## src/rtl/smt_pkg.sv

```systemverilog
`default_nettype none

package smt_pkg;

   localparam int unsigned ValueWidth  = 32;
   localparam int unsigned CountWidth  = 7;
   localparam int unsigned StatusWidth = 3;

   // operation codes carried in the request tuser
   typedef enum logic [1:0] {
      OP_INSERT = 2'd0,
      OP_DELETE = 2'd1,
      OP_READ   = 2'd2
   } op_type;

   // status codes carried in the response tuser
   typedef enum logic [StatusWidth-1:0] {
      ST_DONE       = 3'd0,
      ST_FULL       = 3'd1,
      ST_NOT_FOUND  = 3'd2,
      ST_READ_VALUE = 3'd3,
      ST_READ_EMPTY = 3'd4
   } status_type;

   // command broadcast to every cell of the chain
   typedef enum logic [1:0] {
      CELL_HOLD,
      CELL_INSERT,
      CELL_DELETE,
      CELL_ROTATE
   } cell_cmd_type;

   typedef struct packed {
      cell_cmd_type          cmd;
      logic                  found;
      logic [ValueWidth-1:0] head;
   } cell_ctl_type;

   // what one cell shows its neighbors
   typedef struct packed {
      logic                  valid;
      logic                  ge;
      logic [ValueWidth-1:0] data;
   } cell_link_type;

endpackage

`default_nettype wire

```

## src/rtl/smt_cell.sv

```systemverilog
`default_nettype none

module smt_cell (
   input  logic                 clock,
   input  logic                 reset,
   input  smt_pkg::cell_ctl_type  ctl,
   input  logic [smt_pkg::ValueWidth-1:0] value,
   input  smt_pkg::cell_link_type left_link,
   input  smt_pkg::cell_link_type right_link,
   output smt_pkg::cell_link_type link,
   output logic                 eq
);
   import smt_pkg::*;

   logic                  valid_ff;
   logic                  valid_in;
   logic [ValueWidth-1:0] data_ff;
   logic [ValueWidth-1:0] data_in;
   logic                  ge;

   // compare the broadcast value against the held entry
   assign ge   = valid_ff && ($signed(value) <= $signed(data_ff));
   assign eq   = valid_ff && (value == data_ff);
   assign link = '{valid: valid_ff, ge: ge, data: data_ff};

   // next entry from the neighbors or the broadcast
   always_comb begin
      valid_in = valid_ff;
      data_in  = data_ff;
      case (ctl.cmd)
         CELL_INSERT: begin
            if (left_link.ge) begin
               data_in  = left_link.data;
               valid_in = 1'b1;
            end else if (ge || (!valid_ff && left_link.valid)) begin
               data_in  = value;
               valid_in = 1'b1;
            end
         end
         CELL_DELETE: begin
            if (ctl.found && ge) begin
               data_in  = right_link.data;
               valid_in = right_link.valid;
            end
         end
         CELL_ROTATE: begin
            if (valid_ff) begin
               data_in = right_link.valid ? right_link.data : ctl.head;
            end
         end
         default: begin
         end
      endcase
   end

   // occupancy flag
   always_ff @(posedge clock) begin
      if (reset) begin
         valid_ff <= 1'b0;
      end else begin
         valid_ff <= valid_in;
      end
   end

   // entry payload
   always_ff @(posedge clock) begin
      data_ff <= data_in;
   end

endmodule

`default_nettype wire

```

## src/rtl/sorted_multiset_table.sv

```systemverilog
// insert and delete: response beat registered in the cycle after the request beat
// insert and delete: one request beat per cycle when the response side keeps up
// readout: one rotation step of the cell ring per cycle unless rsp_tready stalls it
// readout: one response beat per distinct value, each held while rsp_tready is low
// reset: synchronous, clears the count and all cell valid flags
`default_nettype none

module sorted_multiset_table #(
   parameter int unsigned DEPTH = 16
) (
   input  logic        clock,
   input  logic        reset,
   input  logic        req_tvalid,
   output logic        req_tready,
   input  logic [31:0] req_tdata,  // value[31:0]
   input  logic [1:0]  req_tuser,  // operation[1:0]
   output logic        rsp_tvalid,
   input  logic        rsp_tready,
   output logic [39:0] rsp_tdata,  // count[6:0], value_out[38:7], zero pad[39]
   output logic [2:0]  rsp_tuser,  // status[2:0]
   output logic        rsp_tlast
);
   import smt_pkg::*;

   localparam int unsigned CW = $clog2(DEPTH + 1);

   typedef enum logic {
      S_IDLE,
      S_READ
   } state_type;

   state_type             state_ff, state_in;
   logic [CW-1:0]         count_ff, count_in;
   logic [CW-1:0]         step_ff, step_in;
   logic [ValueWidth-1:0] pend_ff, pend_in;
   logic                  rsp_valid_ff, rsp_valid_in;
   status_type            rsp_status_ff, rsp_status_in;
   logic [CW-1:0]         rsp_count_ff, rsp_count_in;
   logic [ValueWidth-1:0] rsp_value_ff, rsp_value_in;
   logic                  rsp_last_ff, rsp_last_in;

   cell_ctl_type          ctl;
   cell_link_type         links [DEPTH];
   cell_link_type         left_links [DEPTH];
   cell_link_type         right_links [DEPTH];
   logic [DEPTH-1:0]      eq_vec;
   logic [DEPTH-1:0]      valid_vec;

   logic                  out_free;
   logic                  accept;
   op_type                op;
   logic                  full;
   logic                  found;
   logic                  rotate;
   logic [ValueWidth-1:0] head;

   // handshake
   assign out_free   = !rsp_valid_ff || rsp_tready;
   assign req_tready = (state_ff == S_IDLE) && out_free;
   assign accept     = req_tvalid && req_tready;
   assign op         = op_type'(req_tuser);
   assign full       = (count_ff == CW'(DEPTH));
   assign found      = |eq_vec;
   assign head       = links[0].data;

   // chain of cells
   for (genvar i = 0; i < DEPTH; i++) begin : g_cell
      if (i == 0) begin : g_first
         assign left_links[i] = '{valid: 1'b1, ge: 1'b0, data: '0};
      end else begin : g_mid
         assign left_links[i] = links[i-1];
      end
      if (i == DEPTH - 1) begin : g_tail
         assign right_links[i] = '{valid: 1'b0, ge: 1'b0, data: '0};
      end else begin : g_body
         assign right_links[i] = links[i+1];
      end
      assign valid_vec[i] = links[i].valid;

      smt_cell u_cell (
         .clock      (clock),
         .reset      (reset),
         .ctl        (ctl),
         .value      (req_tdata),
         .left_link  (left_links[i]),
         .right_link (right_links[i]),
         .link       (links[i]),
         .eq         (eq_vec[i])
      );
   end

   // cell commands, next state and response beat
   always_comb begin
      state_in      = state_ff;
      count_in      = count_ff;
      step_in       = step_ff;
      pend_in       = pend_ff;
      rsp_valid_in  = rsp_valid_ff && !rsp_tready;
      rsp_status_in = rsp_status_ff;
      rsp_count_in  = rsp_count_ff;
      rsp_value_in  = rsp_value_ff;
      rsp_last_in   = rsp_last_ff;
      rotate        = 1'b0;
      ctl.cmd       = CELL_HOLD;
      ctl.found     = found;
      ctl.head      = head;

      case (state_ff)
         S_IDLE: begin
            if (accept) begin
               case (op)
                  OP_INSERT: begin
                     rsp_valid_in = 1'b1;
                     rsp_value_in = '0;
                     rsp_last_in  = 1'b1;
                     if (full) begin
                        rsp_status_in = ST_FULL;
                        rsp_count_in  = count_ff;
                     end else begin
                        ctl.cmd       = CELL_INSERT;
                        count_in      = count_ff + 1'b1;
                        rsp_status_in = ST_DONE;
                        rsp_count_in  = count_ff + 1'b1;
                     end
                  end
                  OP_DELETE: begin
                     ctl.cmd      = CELL_DELETE;
                     rsp_valid_in = 1'b1;
                     rsp_value_in = '0;
                     rsp_last_in  = 1'b1;
                     if (found) begin
                        count_in      = count_ff - 1'b1;
                        rsp_status_in = ST_DONE;
                        rsp_count_in  = count_ff - 1'b1;
                     end else begin
                        rsp_status_in = ST_NOT_FOUND;
                        rsp_count_in  = count_ff;
                     end
                  end
                  OP_READ: begin
                     if (count_ff == '0) begin
                        rsp_valid_in  = 1'b1;
                        rsp_status_in = ST_READ_EMPTY;
                        rsp_count_in  = '0;
                        rsp_value_in  = '0;
                        rsp_last_in   = 1'b1;
                     end else begin
                        state_in = S_READ;
                        step_in  = '0;
                     end
                  end
                  default: begin
                  end
               endcase
            end
         end
         S_READ: begin
            if (step_ff == count_ff) begin
               // ring is back in order, flush the held value as the final beat
               if (out_free) begin
                  rsp_valid_in  = 1'b1;
                  rsp_status_in = ST_READ_VALUE;
                  rsp_count_in  = count_ff;
                  rsp_value_in  = pend_ff;
                  rsp_last_in   = 1'b1;
                  state_in      = S_IDLE;
               end
            end else if ((step_ff == '0) || (head == pend_ff)) begin
               rotate  = 1'b1;
               pend_in = head;
               step_in = step_ff + 1'b1;
            end else if (out_free) begin
               // new distinct value, so the held one is not the last
               rotate        = 1'b1;
               pend_in       = head;
               step_in       = step_ff + 1'b1;
               rsp_valid_in  = 1'b1;
               rsp_status_in = ST_READ_VALUE;
               rsp_count_in  = count_ff;
               rsp_value_in  = pend_ff;
               rsp_last_in   = 1'b0;
            end
            if (rotate) begin
               ctl.cmd = CELL_ROTATE;
            end
         end
         default: begin
            state_in = S_IDLE;
         end
      endcase
   end

   // state and registered outputs
   always_ff @(posedge clock) begin
      if (reset) begin
         state_ff     <= S_IDLE;
         count_ff     <= '0;
         step_ff      <= '0;
         rsp_valid_ff <= 1'b0;
      end else begin
         state_ff     <= state_in;
         count_ff     <= count_in;
         step_ff      <= step_in;
         rsp_valid_ff <= rsp_valid_in;
      end
      pend_ff       <= pend_in;
      rsp_status_ff <= rsp_status_in;
      rsp_count_ff  <= rsp_count_in;
      rsp_value_ff  <= rsp_value_in;
      rsp_last_ff   <= rsp_last_in;
   end

   // response ports
   assign rsp_tvalid = rsp_valid_ff;
   assign rsp_tuser  = rsp_status_ff;
   assign rsp_tlast  = rsp_last_ff;
   assign rsp_tdata  = {1'b0, rsp_value_ff, CountWidth'(rsp_count_ff)};

`ifndef SYNTHESIS
   a_count_range: assert property (@(posedge clock) disable iff (reset)
      count_ff <= CW'(DEPTH))
      else $error("entry count above depth");

   a_count_matches_cells: assert property (@(posedge clock) disable iff (reset)
      $countones(valid_vec) == 32'(count_ff))
      else $error("cell valid flags disagree with entry count");

   a_no_request_in_readout: assert property (@(posedge clock) disable iff (reset)
      state_ff == S_READ |-> !req_tready)
      else $error("request taken during readout");

   a_full_count: assert property (@(posedge clock) disable iff (reset)
      rsp_valid_ff && rsp_status_ff == ST_FULL |-> rsp_count_ff == CW'(DEPTH))
      else $error("full drop reported with wrong count");

   a_rotate_only_in_readout: assert property (@(posedge clock) disable iff (reset)
      ctl.cmd == CELL_ROTATE |-> state_ff == S_READ && step_ff != count_ff)
      else $error("ring rotated outside a readout");
`endif

endmodule

`default_nettype wire

```

## config.mk

```make
export PLATFORM = sky130hd
export DESIGN_NAME = sorted_multiset_table
export DESIGN_NICKNAME = d
export VERILOG_FILES = /design/src/rtl/smt_pkg.sv /design/src/rtl/smt_cell.sv /design/src/rtl/sorted_multiset_table.sv
export SDC_FILE = /design/constraint.sdc
export NUM_CORES = 2
export LEC_CHECK = 0
export BUFFER_PORTS_ARGS = -buffer_cell sky130_fd_sc_hd__buf_2
export CORE_ASPECT_RATIO = 1.1
export CORE_MARGIN = 5
export CORE_UTILIZATION = 31
export DETAILED_ROUTE_END_ITERATION = 10
export GPL_TIMING_DRIVEN = 0
export PLACE_DENSITY = 0.56
export SYNTH_ARGS = -nofsm -noshare
export SYNTH_HDL_FRONTEND = slang
export SYNTH_SLANG_ARGS = --single-unit
```

## constraint.sdc

```tcl
create_clock -name clock -period 11.95 [get_ports clock]
set_input_delay 0.5975 -clock clock [delete_from_list [all_inputs] [get_ports clock]]
set_output_delay 0.5975 -clock clock [all_outputs]
set_load 0.005 [all_outputs]
```

Yosys cells after proc, flatten, opt, wreduce, memory -nomap -nowiden

Index checks and enable logic that the tools add are counted.

Output and inout port bits: 46
Register bits after elaboration: 613
Logic and storage cells: 515
Input port bits: 38

$add $sub $neg: 3
Reductions and logical operators: 149
Bitwise operators: 2
Eq/ne operators: 82
Multiplexer cells: 222
Order comparisons: 16

Operators with widths:

| operator                                                                 | number |
|---|---|
| 32-bit two-way mux                                                       | 85 |
| 32-bit one-hot mux with 3 select lines                                   | 16 |
| 32-bit equality test                                                     | 17 |
| 32-bit less-or-equal comparator                                          | 16 |
| 32-bit one-hot mux with 2 select lines                                   | 2 |
| 1-bit two-way mux                                                        | 69 |
| 2-bit by 1-bit inequality test with 1-bit output (second input constant) | 34 |
| 4-bit AND reduction                                                      | 17 |
| 1-bit logical AND                                                        | 66 |
| 5-bit two-way mux                                                        | 13 |
| 3-bit AND reduction                                                      | 18 |
| 3-bit by 1-bit inequality test with 1-bit output (second input constant) | 16 |
| 1-bit one-hot mux with 2 select lines                                    | 21 |
| 5-bit one-hot mux with 2 select lines                                    | 3 |
| 1-bit zero test                                                          | 18 |
| 1-bit logical OR                                                         | 18 |
| 16-bit OR reduction                                                      | 1 |
| 3-bit two-way mux                                                        | 5 |
| 5-bit one-hot mux with 3 select lines                                    | 1 |
| 5-bit by 1-bit adder with 5-bit output (second input constant)           | 2 |
| 5-bit zero test                                                          | 2 |
| 5-bit AND reduction                                                      | 2 |
| 3-bit inequality test (second input constant)                            | 3 |
| 3-bit one-hot mux with 3 select lines                                    | 1 |
| 17 further kinds                                                         | 28 |

Logic depth before layout (Yosys ltp)

Depth in word-level cells: 11
Gate-level depth with buffers: 16
Mapped depth without buffers: 13

Modules after synthesis

A second synthesis with hierarchy kept.

Cell total of the unflattened synthesis: 5,598
Area, all modules: 52,519.1 um2

Modules (own cells, without submodules):

| module                           | instances | sequential area each (um2) | area an instance (um2) | cells an instance |
|---|---|---|---|---|
| smt_cell at g_cell[0].u_cell ... | 12        | 980.9                      | 3,026.7                | 328 |
| smt_cell at g_cell[7].u_cell ... | 3         | 980.9                      | 2,961.6                | 315 |
| sorted_multiset_table            | 1         | 2,432.3                    | 4,305.4                | 389 |
| smt_cell at g_cell[13].u_cell    | 1         | 980.9                      | 3,009.1                | 328 |

Worst setup path before layout

No wires, ideal clock.

Path kind: register to register
Start: reg g_cell[0].u_cell.data_ff[27]
End: reg g_cell[8].u_cell.data_ff[0] (enable)
Data required time: 11.356 ns
Slack: 2.171 ns
Clock period less this slack: 9.779 ns
Setup time: 0.594 ns
Path buffers: 4
Arrival time: 9.185 ns
Stages on the path, launching flop included: 13
Path through: edfxtp_1 > clkbuf_1 > xnor2_1 > nand4_1 > nor4_1 > a21oi_1 > a21oi_1 > a31oi_1 > ha_1 > clkbuf_1 > buf_1 > clkbuf_1 > a2111oi_0

Cells in the longest elaborated chain, start to end: 10
Elaborated cells on any way between the ends: 19
Those cells by class: eq/ne (8); mux (5); reduce/logical (6)

RTL lines:

| element                                                                                      | line                         | RTL |
|---|---|---|
| start: declaration                                                                           | smt_cell.sv:17               | `logic [ValueWidth-1:0] data_ff;` |
| start signal: assignment                                                                     | smt_cell.sv:67               | `data_ff <= data_in;` |
| 32-bit equality test                                                                         | sorted_multiset_table.sv:168 | `end else if ((step_ff == '0) \|\| (head == pend_ff)) begin` |
| 1-bit logical OR                                                                             | sorted_multiset_table.sv:168 |  |
| 1-bit two-way mux                                                                            | sorted_multiset_table.sv:168 |  |
| 1-bit two-way mux                                                                            | sorted_multiset_table.sv:158 | `if (step_ff == count_ff) begin` |
| 1-bit two-way mux                                                                            | sorted_multiset_table.sv:108 | `case (state_ff)` |
| 2-bit two-way mux                                                                            | sorted_multiset_table.sv:183 | `if (rotate) begin` |
| 2-bit one-hot mux with 2 select lines                                                        | sorted_multiset_table.sv:108 |  |
| 2-bit by 1-bit equality test with 1-bit output / 2-bit equality test (equally long branches) | smt_cell.sv:30               | `case (ctl.cmd)` |
| 3-bit by 1-bit inequality test with 1-bit output (no line) (tied with other cells)           | --                           |  |
| 4-bit AND reduction (no line) *                                                              | --                           |  |
| end signal: assignment                                                                       | smt_cell.sv:67               |  |
| end: declaration                                                                             | smt_cell.sv:17               |  |

Every way passes the cells marked *; elsewhere a longest branch is shown, timed or not. The select of a mux whose other input is x is not followed.
A chain may end at the register's enable or synchronous reset.

Worst setup path after layout

Start: reg g_cell[0].u_cell.data_ff[30]
End: reg g_cell[10].u_cell.data_ff[25] (data pin)

Cells in the longest elaborated chain, start to end: 9
Elaborated cells on any way between the ends: 11
Those cells by class: eq/ne (4); mux (6); reduce/logical (1)

RTL lines:

| element                                                                                      | line                         | RTL |
|---|---|---|
| 32-bit equality test *                                                                       | sorted_multiset_table.sv:168 |  |
| 1-bit logical OR *                                                                           | sorted_multiset_table.sv:168 |  |
| 1-bit two-way mux *                                                                          | sorted_multiset_table.sv:168 |  |
| 1-bit two-way mux *                                                                          | sorted_multiset_table.sv:158 |  |
| 1-bit two-way mux *                                                                          | sorted_multiset_table.sv:108 |  |
| 2-bit two-way mux *                                                                          | sorted_multiset_table.sv:183 |  |
| 2-bit one-hot mux with 2 select lines *                                                      | sorted_multiset_table.sv:108 |  |
| 2-bit equality test / 2-bit by 1-bit equality test with 1-bit output (equally long branches) | smt_cell.sv:30               |  |
| 32-bit one-hot mux with 3 select lines *                                                     | smt_cell.sv:30               |  |
| named net g_cell[10].u_cell.data_in[25]                                                      | smt_cell.sv:18               | `logic [ValueWidth-1:0] data_in;` |
| end signal: assignment                                                                       | smt_cell.sv:67               |  |
| end: declaration                                                                             | smt_cell.sv:17               |  |

The timed path passes the listed nets; every way through them passes the cells marked *. The select of a mux whose other input is x is not followed.

==> impl_metrics.toml <==
[clock_network]
cts_tree = "done"
cts_resized = 0
clock-sinks = 613
cts_setup_buffers = 0
clk_path_buf_depth = 3
hold_buffers = 0
cts_root_buffer = "clkbuf_16"
cts-htree-levels = 3
clk_pin_slew_worst_paths_ns = 0.05
worstSkewPairLatency_ns = 0.71
cts_buffers = 79

[die]
dieArea_um2 = 162400
core_area_um2 = 153800
die_y_um = 422.2
die_w_um = 384.7
initial_core_util_pct = 31.14
rows = 151
io_pins = 84

[global_routing]
grt_pass1_vias = 41959
antenna_found_initial = 14
grt_pass1_wl_um = 291600
grt_use_total_pct = 24.47
grt_max_degree = 33
grt-ovfl-total = 0

[synthesis]
synth_seq_cells = 613
syn_inst = 5112
synth_area_um2 = 47890
async_flop_share_pct = 0
synth_flop_cell = "edfxtp_1"
synth.avg_cell_area_um2 = 9.367
ys_warn_count = 0
synthDistinctLibCells = 72
synth_edf_count = 585
ys_seq_area_share_pct = 37.86

[run]
max_cap_violations = 2

[worst_setup_path]
cp_slowest_cell = "clkbuf_1"
crit_fanout = 19
path_cells = "clkbuf_1 -> xnor2_1 -> nand4_1 -> nor4_1 -> a21oi_1 -> a21oi_4 -> a31oi_1 -> inv_1 -> ha_1 -> clkbuf_1 -> or2_2 -> clkbuf_1 -> clkbuf_1 -> clkbuf_1 -> clkbuf_1 -> o221ai_1"
path_buf_inv = 7
cp.required_ns = 12.33
endpoint_kind = "register"
cp_common_cell = "clkbuf_1"
worstSetupPathType = "reg2reg"
arrival_ns = 8.16
crit_family = "buffers and inverters"
slowest_delay_ns = 0.94
rrSetupSlack_ns = 4.17
critPathLaunchType = "register"

[timing]
fin_crit_ns = 7.781
rsz0062_at_grt = "false"
timing.fmax_ghz = 0.1285
finalSetupViolations = 0
setup_slack_ns = 4.169
finalMaxSlewViolations = 19
finalHoldViolCount = 0
skew_ns = 0.03875
holdWs_ns = 0.4837
tightest_slew_ns = 1.608
fin_crit_sh_pct = 65.11
slew_headroom_pct = -8.374

[final_layout]
areaGrowthSynthToFinish_pct = 12.61
final_cell_area_um2 = 53930
drive_above_1_share_pct = 5.339
nNetsFinal = 5858
final_cell_mix = "nand2_1 (640), edfxtp_1 (585), inv_1 (547)"
layout_commonest_cell = "nand2_1"
n_fill_cell = 15910

[place]
portBuffers = 79
dp_slack_ns = 4.358
hpwl_um = 170800
place_area_um2 = 51440
gp_congestion = 0.9779

[power_and_ir_drop]
seq_power_share_pct = 40.7
powerDensity_nw_per_um2 = 124.7
pwr-share-comb_pct = 23.6
power.switching_mw = 2.225
leakage_nw = 22.79
netSwitchingFraction_pct = 33.08
intPower_mw = 4.500
ir_drop_v = 0.0001108
pwr-share-clk_pct = 35.8
power_mw = 6.725

[run_status]
violations = "max-capacitance violations, max-slew violations"
status = "finished, violations left"

[detailed_routing]
drtIter0Drc = 4720
vias = 42894
postRouteAntennaNets = 0
wirelength_um = 206900
drc = 0
vias_per_cell = 5.778
dr.pass1.iters = 5
wl_per_cell_um = 27.86

[hold_path]
hp-class = "in2reg"
cell type report:
| type | instances | area [um^2] | area share, % |
|---|---|---|---|
| multi-input cells | 3565 | 26310 | 48.80 |
| clock buffers | 99 | 2167 | 4.019 |
| well taps | 2065 | 2584 | 4.791 |
| inverters | 549 | 2061 | 3.821 |
| repair buffers | 100 | 805.8 | 1.494 |
| flip-flops and latches | 613 | 18130 | 33.61 |
| diodes | 2 | 5.005 | 0.009281 |
| clock inverters | 44 | 316.6 | 0.5870 |
| plain buffers | 387 | 1546 | 2.868 |
synthesized netlist by cell type, drive strengths merged, types with 9 or more instances:
library cell,number,area [um^2]
nor2b,29,181.4
edfxtp,585,17570
clkbuf,323,1214
inv,547,2053
mux2i,491,4915
o21ai,156,780.8
nand2,640,2402
nor2,143,541.8
nor3,61,305.3
o221ai,387,3390
nand2b,16,100.1
o21a,10,75.07
a31oi,18,112.6
o211ai,76,570.6
nor4,22,137.6
xor2,9,78.83
a221oi,10,87.58
ha,525,6569
a211oi,19,142.6
buf,64,332.8
a21oi,452,2266
nand3,110,550.5
a21o,79,593.1
nand4,145,913.4
xnor2,36,315.3
dfxtp,28,560.5
o31ai,11,82.58
tightest hold or removal path, delay by kind of cell:
kind	cells	cell delay, ns
simple gates	2	0.33
compound gates	1	0.08
buf+inv	1	0.11
power by group through the flow:
stage / combinational [mW] / sequential (mW) / clock [mW]
3_3_place_gp: 1.49 / 2.78 / 0
2_1_floorplan: 0.991 / 2.70 / 0
6_report: 1.58 / 2.74 / 2.40
5_1_grt: 1.71 / 2.75 / 2.51
3_5_place_dp: 1.56 / 2.77 / 0
4_1_cts: 1.56 / 2.73 / 2.43
metal layers:
metal  vias to the layer above  track usage [%]  share of wire [%]
met5                         -                0              0.039
met1                     21081            31.90                 41
li1                      19449                -                  -
met3                       391            3.676                7.6
met4                        14            11.84                5.4
met2                      1959            39.71                 46
worst paths after layout:
| path | to | start | depth (start not counted) |
|---|---|---|---|
| hold / removal | state_ff$_SDFF_PP0_ | req_tvalid | 4 |
| hold reg to reg | g_cell[2].u_cell.data_ff[17]$_DFFE_PP_ | g_cell[3].u_cell.data_ff[17]$_DFFE_PP_ | 2 |
| setup reg to reg | g_cell[10].u_cell.data_ff[25]$_DFFE_PP_ | g_cell[0].u_cell.data_ff[30]$_DFFE_PP_ | 16 |
| setup / recovery | g_cell[10].u_cell.data_ff[25]$_DFFE_PP_ | g_cell[0].u_cell.data_ff[30]$_DFFE_PP_ | 16 |
state kept, by name (all words and copies together), names as in the netlist:
| register | flops |
|---|---|
| state_ff | 1 |
| rsp_tvalid | 1 |
| step_ff | 5 |
| rsp_tuser | 3 |
| rsp_count_ff | 5 |
| rsp_tlast | 1 |
| g_cell.u_cell.data_ff | 512 |
| g_cell.u_cell.valid_ff | 16 |
| count_ff | 5 |
| pend_ff | 32 |
| rsp_value_ff | 32 |
stage by stage:
| stage | setup TNS (ns) | utilization, % | instances |
|---|---|---|---|
| detailed placement | 0 | 33.45 | 7279 |
| CTS | 0 | 35.06 | 7422 |
| global route | 0 | 35.06 | 7423 |
| floorplan | 0 | - | 5114 |
| global placement | -203.02 | 33.08 | 7258 |
| finish | 0 | 35.07 | 7424 |
cell families (layout without fill, tap and decap cells):
kind of cell             count (synthesis)  in the layout  share of synthesized area [%]
multiplexers                           492            492                          10.29
buffers and inverters                  936           1179                          7.533
AND/OR/NAND/NOR                       1212           1212                          11.53
AO/OA/AOI/OAI                         1288           1288                          18.25
flip-flops                             613            613                          37.86
adder cells (fa/ha/maj)                525            525                          13.72
other                                    1              5                       0.007831
XOR/XNOR                                45             45                         0.8231
Power figures use the tool's default switching activity.
